### src/rtl/core/idq_pkg.sv
// Shared constants, types and the address helper for the indexed deque engine.
package idq_pkg;

    localparam int CAPACITY   = 64;
    localparam int DATA_WIDTH = 32;

    localparam int AW     = (CAPACITY > 1) ? $clog2(CAPACITY) : 1;
    localparam int SUM_W  = AW + 1;
    localparam int CNT_W  = $clog2(CAPACITY + 1);
    localparam int POS_W  = 6;
    localparam int CMP_W  = (CNT_W > POS_W) ? CNT_W : POS_W;
    localparam int CMD_W  = 3;
    localparam int STAT_W = 2;
    localparam int ITEM_W = 32;
    localparam int ECNT_W = 7;

    typedef logic [CMD_W-1:0]  t_cmd;
    typedef logic [STAT_W-1:0] t_status;
    typedef logic [AW-1:0]     t_addr;
    typedef logic [CNT_W-1:0]  t_count;

    localparam t_cmd CMD_APPEND_BACK = 3'd0;
    localparam t_cmd CMD_TAKE_BACK   = 3'd1;
    localparam t_cmd CMD_TAKE_FRONT  = 3'd2;
    localparam t_cmd CMD_READ_AT     = 3'd3;
    localparam t_cmd CMD_REMOVE_AT   = 3'd4;

    localparam t_status ST_OK    = 2'd0;
    localparam t_status ST_EMPTY = 2'd1;
    localparam t_status ST_FULL  = 2'd2;

    // Physical slot of a logical offset from the front, wrapping once.
    function automatic t_addr slot_of(input t_addr front, input t_addr offset);
        logic [SUM_W-1:0] s;
        s = {1'b0, front} + {1'b0, offset};
        if (s >= SUM_W'(CAPACITY)) begin
            s = s - SUM_W'(CAPACITY);
        end
        return s[AW-1:0];
    endfunction

endpackage

### src/rtl/core/idq_if.sv
// Request and response channel interfaces of the indexed deque engine.
interface idq_req_if;
    import idq_pkg::*;

    logic                valid;
    logic                ready;
    t_cmd                command;
    logic [ITEM_W-1:0]   item_data;
    logic [POS_W-1:0]    position;

    modport source (output valid, output command, output item_data, output position,
                    input ready);
    modport sink   (input valid, input command, input item_data, input position,
                    output ready);
endinterface

interface idq_rsp_if;
    import idq_pkg::*;

    logic                valid;
    logic                ready;
    logic [ITEM_W-1:0]   read_data;
    t_status             status;
    logic [ECNT_W-1:0]   entry_count;

    modport source (output valid, output read_data, output status, output entry_count,
                    input ready);
    modport sink   (input valid, input read_data, input status, input entry_count,
                    output ready);
endinterface

### src/rtl/core/idq_ram.sv
// Generic simple dual-port RAM: one write port, one registered read port.
module idq_ram #(
    parameter int WIDTH = 32,
    parameter int DEPTH = 64
) (
    input  logic                                      i_clk,
    input  logic                                      i_we,
    input  logic [((DEPTH > 1) ? $clog2(DEPTH) : 1)-1:0] i_waddr,
    input  logic [WIDTH-1:0]                          i_wdata,
    input  logic                                      i_re,
    input  logic [((DEPTH > 1) ? $clog2(DEPTH) : 1)-1:0] i_raddr,
    output logic [WIDTH-1:0]                          o_rdata
);

    logic [WIDTH-1:0] r_mem [DEPTH];
    logic [WIDTH-1:0] r_rdata;

    always_ff @(posedge i_clk) begin
        if (i_we) begin
            r_mem[i_waddr] <= i_wdata;
        end
        if (i_re) begin
            r_rdata <= r_mem[i_raddr];
        end
    end

    assign o_rdata = r_rdata;

endmodule

### src/rtl/core/indexed_deque_engine.sv
// Indexed deque engine: bounded double-ended queue with positional read and remove.
// Append and any refused request go straight to the output register; take back, take front
//   and read at position first read the memory word, and remove at position moves each
//   entry behind the gap one place forward, one entry moved per cycle in the shift state.
// A new request is taken only in the idle state, so a request is not taken before the last
//   one is done; a result that finds the output register busy waits in the done state.
// Reset (synchronous, active low) empties the list and clears the output valid flag; the
//   entry memory is not cleared and needs no clearing pass.
module indexed_deque_engine (
    input  logic       i_clk,
    input  logic       i_rst_n,
    idq_req_if.sink    i_req,
    idq_rsp_if.source  o_rsp
);
    import idq_pkg::*;

    // Controller states
    localparam logic [1:0] S_IDLE  = 2'd0;  // take a request
    localparam logic [1:0] S_RDATA = 2'd1;  // memory word arrives for take or read
    localparam logic [1:0] S_SHIFT = 2'd2;  // close the gap left by a removal
    localparam logic [1:0] S_DONE  = 2'd3;  // result waits for the output register

    logic [1:0]            r_state, n_state;
    t_addr                 r_front, n_front;
    t_count                r_count, n_count;
    t_addr                 r_wr_off, n_wr_off;     // destination offset of the next move
    logic [ITEM_W-1:0]     r_res_data, n_res_data;
    t_status               r_res_status, n_res_status;

    // Output register: parts the controller from the response channel
    logic                  r_out_valid, n_out_valid;
    logic [ITEM_W-1:0]     r_out_data, n_out_data;
    t_status               r_out_status, n_out_status;
    t_count                r_out_count, n_out_count;

    // Memory port
    logic                  ram_we;
    t_addr                 ram_waddr;
    logic [DATA_WIDTH-1:0] ram_wdata;
    logic                  ram_re;
    t_addr                 ram_raddr;
    logic [DATA_WIDTH-1:0] ram_rdata;

    logic                  accept;
    logic                  out_free;
    logic                  fin;
    logic [ITEM_W-1:0]     fin_data;
    t_status               fin_status;
    logic [CMP_W-1:0]      pos_c;
    logic [CMP_W-1:0]      cnt_c;
    logic                  full;
    logic                  empty;

    idq_ram #(
        .WIDTH (DATA_WIDTH),
        .DEPTH (CAPACITY)
    ) u_store (
        .i_clk   (i_clk),
        .i_we    (ram_we),
        .i_waddr (ram_waddr),
        .i_wdata (ram_wdata),
        .i_re    (ram_re),
        .i_raddr (ram_raddr),
        .o_rdata (ram_rdata)
    );

    assign i_req.ready = (r_state == S_IDLE);
    assign accept      = i_req.valid && i_req.ready;
    assign out_free    = !r_out_valid || o_rsp.ready;
    assign pos_c       = CMP_W'(i_req.position);
    assign cnt_c       = CMP_W'(r_count);
    assign full        = (r_count == CNT_W'(CAPACITY));
    assign empty       = (r_count == '0);

    always_comb begin
        n_state      = r_state;
        n_front      = r_front;
        n_count      = r_count;
        n_wr_off     = r_wr_off;
        n_res_data   = r_res_data;
        n_res_status = r_res_status;
        ram_we       = 1'b0;
        ram_waddr    = '0;
        ram_wdata    = '0;
        ram_re       = 1'b0;
        ram_raddr    = '0;
        fin          = 1'b0;
        fin_data     = '0;
        fin_status   = ST_OK;

        case (r_state)
            S_IDLE: begin
                if (accept) begin
                    case (i_req.command)
                        CMD_APPEND_BACK: begin
                            fin = 1'b1;
                            if (full) begin
                                fin_status = ST_FULL;
                            end else begin
                                // Write the new back entry right away
                                ram_we    = 1'b1;
                                ram_waddr = slot_of(r_front, AW'(r_count));
                                ram_wdata = DATA_WIDTH'(i_req.item_data);
                                n_count   = r_count + CNT_W'(1);
                            end
                        end
                        CMD_TAKE_BACK: begin
                            if (empty) begin
                                fin        = 1'b1;
                                fin_status = ST_EMPTY;
                            end else begin
                                ram_re    = 1'b1;
                                ram_raddr = slot_of(r_front, AW'(r_count - CNT_W'(1)));
                                n_count   = r_count - CNT_W'(1);
                                n_state   = S_RDATA;
                            end
                        end
                        CMD_TAKE_FRONT: begin
                            if (empty) begin
                                fin        = 1'b1;
                                fin_status = ST_EMPTY;
                            end else begin
                                ram_re    = 1'b1;
                                ram_raddr = r_front;
                                n_front   = slot_of(r_front, AW'(1));
                                n_count   = r_count - CNT_W'(1);
                                n_state   = S_RDATA;
                            end
                        end
                        CMD_READ_AT: begin
                            if (pos_c >= cnt_c) begin
                                fin        = 1'b1;
                                fin_status = ST_EMPTY;
                            end else begin
                                ram_re    = 1'b1;
                                ram_raddr = slot_of(r_front, AW'(i_req.position));
                                n_state   = S_RDATA;
                            end
                        end
                        CMD_REMOVE_AT: begin
                            if (pos_c >= cnt_c) begin
                                fin        = 1'b1;
                                fin_status = ST_EMPTY;
                            end else begin
                                n_count = r_count - CNT_W'(1);
                                if (pos_c + CMP_W'(1) == cnt_c) begin
                                    // Last entry: nothing behind it to move
                                    fin = 1'b1;
                                end else begin
                                    // Fetch the entry behind the gap
                                    ram_re    = 1'b1;
                                    ram_raddr = slot_of(r_front,
                                                        AW'(i_req.position) + AW'(1));
                                    n_wr_off  = AW'(i_req.position);
                                    n_state   = S_SHIFT;
                                end
                            end
                        end
                        default: begin
                            fin        = 1'b1;
                            fin_status = ST_EMPTY;
                        end
                    endcase
                end
            end
            S_RDATA: begin
                fin      = 1'b1;
                fin_data = ITEM_W'(ram_rdata);
            end
            S_SHIFT: begin
                // Move the fetched word one place forward; the next fetch runs two
                // places ahead of this write, so read and write never meet.
                ram_we    = 1'b1;
                ram_waddr = slot_of(r_front, r_wr_off);
                ram_wdata = ram_rdata;
                if (CNT_W'(r_wr_off) + CNT_W'(1) == r_count) begin
                    fin = 1'b1;
                end else begin
                    ram_re    = 1'b1;
                    ram_raddr = slot_of(r_front, r_wr_off + AW'(2));
                    n_wr_off  = r_wr_off + AW'(1);
                end
            end
            S_DONE: begin
                fin        = 1'b1;
                fin_data   = r_res_data;
                fin_status = r_res_status;
            end
            default: begin
                n_state = S_IDLE;
            end
        endcase

        // Hand the result to the output register, or park it until there is room
        n_out_valid  = r_out_valid && !o_rsp.ready;
        n_out_data   = r_out_data;
        n_out_status = r_out_status;
        n_out_count  = r_out_count;
        if (fin) begin
            if (out_free) begin
                n_out_valid  = 1'b1;
                n_out_data   = fin_data;
                n_out_status = fin_status;
                n_out_count  = n_count;
                n_state      = S_IDLE;
            end else begin
                n_res_data   = fin_data;
                n_res_status = fin_status;
                n_state      = S_DONE;
            end
        end
    end

    always_ff @(posedge i_clk) begin
        if (!i_rst_n) begin
            r_state     <= S_IDLE;
            r_front     <= '0;
            r_count     <= '0;
            r_out_valid <= 1'b0;
        end else begin
            r_state     <= n_state;
            r_front     <= n_front;
            r_count     <= n_count;
            r_out_valid <= n_out_valid;
        end
    end

    always_ff @(posedge i_clk) begin
        r_wr_off     <= n_wr_off;
        r_res_data   <= n_res_data;
        r_res_status <= n_res_status;
        r_out_data   <= n_out_data;
        r_out_status <= n_out_status;
        r_out_count  <= n_out_count;
    end

    assign o_rsp.valid       = r_out_valid;
    assign o_rsp.read_data   = r_out_data;
    assign o_rsp.status      = r_out_status;
    assign o_rsp.entry_count = ECNT_W'(r_out_count);

    // The controller must never read and write the same entry in one cycle
    a_no_rw_same_entry: assert property (@(posedge i_clk) disable iff (!i_rst_n)
        !(ram_we && ram_re && (ram_waddr == ram_raddr)))
        else $error("read and write hit the same entry");

    a_count_bounded: assert property (@(posedge i_clk) disable iff (!i_rst_n)
        r_count <= CNT_W'(CAPACITY))
        else $error("entry count above capacity");

    a_shift_in_range: assert property (@(posedge i_clk) disable iff (!i_rst_n)
        (r_state == S_SHIFT) |-> (CNT_W'(r_wr_off) < r_count))
        else $error("shift destination beyond the list");

    a_shift_front_held: assert property (@(posedge i_clk) disable iff (!i_rst_n)
        (r_state == S_SHIFT) |=> $stable(r_front))
        else $error("front moved during a removal");

    a_result_not_lost: assert property (@(posedge i_clk) disable iff (!i_rst_n)
        (fin && !out_free) |=> (r_state == S_DONE))
        else $error("finished result dropped while output busy");

endmodule
### src/flat_wrapper.sv
// flat-port wrapper written by rule: the top's interface ports become plain ports
module indexed_deque_engine_flat import idq_pkg::*;
  (i_clk, i_rst_n, i_req_valid, i_req_command, i_req_item_data, i_req_position, i_req_ready, o_rsp_valid, o_rsp_read_data, o_rsp_status, o_rsp_entry_count, o_rsp_ready);
  idq_req_if i_req_i ();
  idq_rsp_if o_rsp_i ();
  input  logic i_clk;
  input  logic i_rst_n;
  input wire logic [$bits(i_req_i.valid)-1:0] i_req_valid;
  input wire logic [$bits(i_req_i.command)-1:0] i_req_command;
  input wire logic [$bits(i_req_i.item_data)-1:0] i_req_item_data;
  input wire logic [$bits(i_req_i.position)-1:0] i_req_position;
  output wire logic [$bits(i_req_i.ready)-1:0] i_req_ready;
  output wire logic [$bits(o_rsp_i.valid)-1:0] o_rsp_valid;
  output wire logic [$bits(o_rsp_i.read_data)-1:0] o_rsp_read_data;
  output wire logic [$bits(o_rsp_i.status)-1:0] o_rsp_status;
  output wire logic [$bits(o_rsp_i.entry_count)-1:0] o_rsp_entry_count;
  input wire logic [$bits(o_rsp_i.ready)-1:0] o_rsp_ready;
  assign i_req_i.valid = i_req_valid;
  assign i_req_i.command = i_req_command;
  assign i_req_i.item_data = i_req_item_data;
  assign i_req_i.position = i_req_position;
  assign i_req_ready = i_req_i.ready;
  assign o_rsp_valid = o_rsp_i.valid;
  assign o_rsp_read_data = o_rsp_i.read_data;
  assign o_rsp_status = o_rsp_i.status;
  assign o_rsp_entry_count = o_rsp_i.entry_count;
  assign o_rsp_i.ready = o_rsp_ready;
  indexed_deque_engine u_core (.i_clk(i_clk), .i_rst_n(i_rst_n), .i_req(i_req_i), .o_rsp(o_rsp_i));
endmodule
### config.mk
export PLATFORM = sky130hd
export DESIGN_NAME = indexed_deque_engine_flat
export DESIGN_NICKNAME = d
export VERILOG_FILES = /design/src/rtl/core/idq_pkg.sv /design/src/rtl/core/idq_if.sv /design/src/rtl/core/idq_ram.sv /design/src/rtl/core/indexed_deque_engine.sv /design/src/flat_wrapper.sv
export SDC_FILE = /design/constraint.sdc
export NUM_CORES = 2
export LEC_CHECK = 0
export ABC_AREA = 1
export ABC_CLOCK_PERIOD_IN_PS = 7000
export BUFFER_PORTS_ARGS = -buffer_cell sky130_fd_sc_hd__buf_2
export CORE_MARGIN = 2
export CORE_UTILIZATION = 41
export CTS_BUF_LIST = sky130_fd_sc_hd__clkbuf_4
export DETAILED_ROUTE_END_ITERATION = 8
export MAX_ROUTING_LAYER = met4
export PLACE_DENSITY_LB_ADDON = 0.2
export SETUP_SLACK_MARGIN = 0.2
export SKIP_CTS_REPAIR_TIMING = 1
export SYNTH_ARGS = -nofsm -noshare
export SYNTH_HDL_FRONTEND = slang
export SYNTH_SLANG_ARGS = --single-unit
export TNS_END_PERCENT = 30
### constraint.sdc
create_clock -name i_clk -period 7 [get_ports i_clk]
set_input_delay 0.35 -clock i_clk [delete_from_list [all_inputs] [get_ports i_clk]]
set_output_delay 0.35 -clock i_clk [all_outputs]
set_load 0.02 [all_outputs]
==> impl_metrics.csv <==
group,metric,value,unit
worst_setup_path,crit_chain,"clkinv_2 > ha_1 > nand2_1 > nor2_1 > o21ai_0 > nand3_2 > nor2_2 > nand3_1 > nand2_1 > nand2_8 > nand2_8 > buf_4 > nand2_1 > nand3_1 > nand3_1 > nand3_1 > nand3_1 > nand3_1 > nand2_1",
global_routing,grt_overflow,0,
worst_setup_path,critPathMostFrequentCell,"nand3_1",
clocking,root_buffer,"clkbuf_4",
place,dp_slack,1530,ps
global_routing,grt_max_degree,206,
sta,rsz0062_at_grt,"no",
finish,fin_nets,9252,
yosys,synthFlopType,"edfxtp_1",
pwr,switching_share,25.30,%
sta,fin_setup_tns,0,ps
yosys,netlist_instances,8812,
yosys,yosys_warnings,0,
pwr,power.switching,7142,uW
place,gp_congestion,0.8613,
worst_setup_path,critPathMaxStageDelay,800,ps
sta,finalCritPeriodShare,79.28,%
global_routing,grt_pass1_vias,67289,
finish,utilization,46.55,%
pwr,p_seq_share,51.3,%
place,dp_hpwl,165.3,mm
worst_setup_path,cp_max_fo,98,
clocking,clk_pin_slew,70,ps
sta,finClkSkew,110.4,ps
clocking,cts.sinks,2177,
yosys,ys_ff_latch,2177,
pwr,p_leak,0.04277,uW
pwr,vdd_ir_drop_max,0.1865,mV
yosys,ys_async_sr_fraction,0,%
global_routing,antenna_found_initial,19,
worst_setup_path,cp-end-kind,"flip-flop",
yosys,synth_edf_count,2161,
flow_run,drv_cap,0,
yosys,syn_nets,8909,
global_routing,grt_first_pass_wirelength,448.8,mm
finish,syn_to_final_growth,12.71,%
floorplan,coreArea,235600,um2
detailed_routing,antenna_left,0,
yosys,synth_seq_area_share,67.01,%
sta,slew_headroom,18.52,%
sta,finalHoldViolCount,1,
yosys,syn-cell-area,97320,um2
sta,finalWorstSetupSlack,1451,ps
detailed_routing,drtIter0Drc,8234,
floorplan,io_pins,88,
detailed_routing,drc_errors,0,
pwr,clockPowerShare,40.2,%
worst_setup_path,crit_type,"flip-flop to flip-flop",
yosys,synth_area_leaders,"edfxtp_1, nand3_1, nand3b_1",
pwr,p_int,21090,uW
detailed_routing,vias_per_cell,5.469,
pwr,comb_power_share,8.5,%
worst_setup_path,arrival,6670,ps
detailed_routing,vias,69506,
detailed_routing,wl_per_cell,24.29,um
sta,holdWs,-18.65,ps
worst_setup_path,crit_family,"simple AND/OR/NAND/NOR gates",
clocking,cts_tree,"yes",
detailed_routing,wl,308.7,mm
floorplan,die_area,241300,um2
run_status,status,"finished with violations",
sta,finalMaxSlewViolations,0,
finish,layout-drive-gt1-share,13.78,%
clocking,numCtsBuffers,593,
clocking,clk_latency,1460,ps
floorplan,die_y,491.2,um
worst_setup_path,path_buf_inv,2,
hold_path,hold_path_class,"input port to flip-flop",
global_routing,grt_usage,25.69,%
pwr,p_per_area,257.4,nW/um2
floorplan,rows,178,
sta,fmax,180.2,MHz
place,port_buffers,87,
floorplan,fp.dieW,491.2,um
yosys,yosysMostFrequentCell,"nand3_1",
yosys,synth_top_cell_by_area,"edfxtp_1",
floorplan,initial_core_util,41.30,%
worst_setup_path,cp-start-kind,"flip-flop",
clocking,clockBufferDepth,4,
run_status,violations,"negative hold slack",
sta,tightest_slew,1219,ps
detailed_routing,dr.pass1.iters,6,
worst_setup_path,slowest_stage,"nand2_8",
worst_setup_path,cp_data_required_time,8120,ps
yosys,synth_top_cells_by_count,"nand3_1, edfxtp_1, nand2_1, inv_1, nand3b_1",
yosys,ys_types,44,
yosys,synth_area_per_cell,11.04,um2
sta,finalSetupViolCount,0,
sta,post-route-min-period,5549,ps
yosys,synth_top_area_share,66.68,%
clocking,cts.htree.levels,6,
## metrics by stage
stage	area [um2]	power [uW]	hold slack, ps	std cells
after global placement	101900	17100	502.5	11659
final	109700	28230	-18.65	12708
after detailed placement	101900	17110	532.3	11659
after global routing	109700	29260	31.30	12704
after CTS	109200	28430	-888.3	12649
after floorplan	97320	16120	475.3	8812
## state kept, by name, summed over array words and instances (netlist names), 2 cells and up
register                  cells
u_core.u_store.r_mem       2048
u_core.r_front                6
u_core.o_rsp.status           2
u_core.cnt_c                  7
u_core.r_wr_off               6
u_core.r_res_data            32
u_core.r_state                2
u_core.u_store.o_rdata       32
u_core.o_rsp.entry_count      7
u_core.r_res_status           2
u_core.o_rsp.read_data       32
## worst paths after layout
check,slack [ps],start,cells past startpoint,end
setup / recovery,1450,u_core.cnt_c[5]$_SDFF_PN0_,19,u_core.u_store.o_rdata[31]$_DFFE_PP_
hold / removal,-20,o_rsp_ready,7,u_core.o_rsp.valid$_SDFF_PN0_
setup reg to reg,1450,u_core.cnt_c[5]$_SDFF_PN0_,19,u_core.u_store.o_rdata[31]$_DFFE_PP_
hold reg to reg,540,u_core.r_state[1]$_SDFFE_PN0P_,2,u_core.r_state[1]$_SDFFE_PN0P_
## layer usage
layer	part of all wire (%)	track usage, %	vias to the layer above
li1	-	-	31375
met1	41	34.26	34035
met2	46	39.12	3522
met5	0	-	-
met3	9.4	4.783	574
met4	3.3	9.591	0
## worst min-delay path: cells and delay by family
kind / cells / cell delay (ps)
compound gates: 1 / 180
buf+inv: 5 / 790
simple gates: 1 / 50
## final cells by class
cell class | instances | area (um2)
multi-input combinational | 4779 | 25600
inverter | 1280 | 4812
timing repair buffer | 324 | 2805
clock buffer | 879 | 6599
sequential | 2177 | 65210
tap | 3150 | 3941
clock inverter | 111 | 704.4
antenna | 8 | 20.02
fill | 21844 | 125900
## logic make-up after synthesis
family | Yosys count | synth area share (%)
DFF | 2177 | 67.01
AOI/OAI and AO/OA | 165 | 0.9231
buffers and inverters | 1856 | 7.673
and+or+nand+nor | 4531 | 23.39
adders and majority gates | 52 | 0.7148
xor gates and xnor gates | 31 | 0.2931
## layout by cell type, fill, tap and decap left out, drive strengths merged, types with 2 or more instances in the layout
cell / synthesis / final
nand3: 2208 / 2208
edfxtp: 2161 / 2161
nand2: 1400 / 1400
inv: 1279 / 1292
clkbuf: 177 / 879
nand3b: 770 / 770
buf: 399 / 273
nor2: 126 / 126
o21ai: 99 / 99
clkinv: 1 / 88
dlygate4sd3: 0 / 51
ha: 46 / 46
a21oi: 41 / 41
xor2: 19 / 19
dfxtp: 16 / 16
nor3: 12 / 12
xnor2: 11 / 11
bufinv: 0 / 10
diode: 0 / 8
o22ai: 7 / 7
nand4: 6 / 6
fa: 6 / 6
or2: 4 / 4
a31oi: 4 / 4
o221ai: 2 / 2
o211ai: 2 / 2
a21o: 2 / 2
o21a: 2 / 2
o31ai: 2 / 2
o32ai: 2 / 2
nor3b: 2 / 2
## power by group through the flow
stage          logic, uW  clock network [uW]  registers, uW
6_report            2400               11400          14500
2_1_floorplan       1300                   0          14800
4_1_cts             2350               11600          14500
3_3_place_gp        2340                   0          14800
5_1_grt             2570               12200          14500
3_5_place_dp        2340                   0          14800
(Power assumes the default switching activity.)
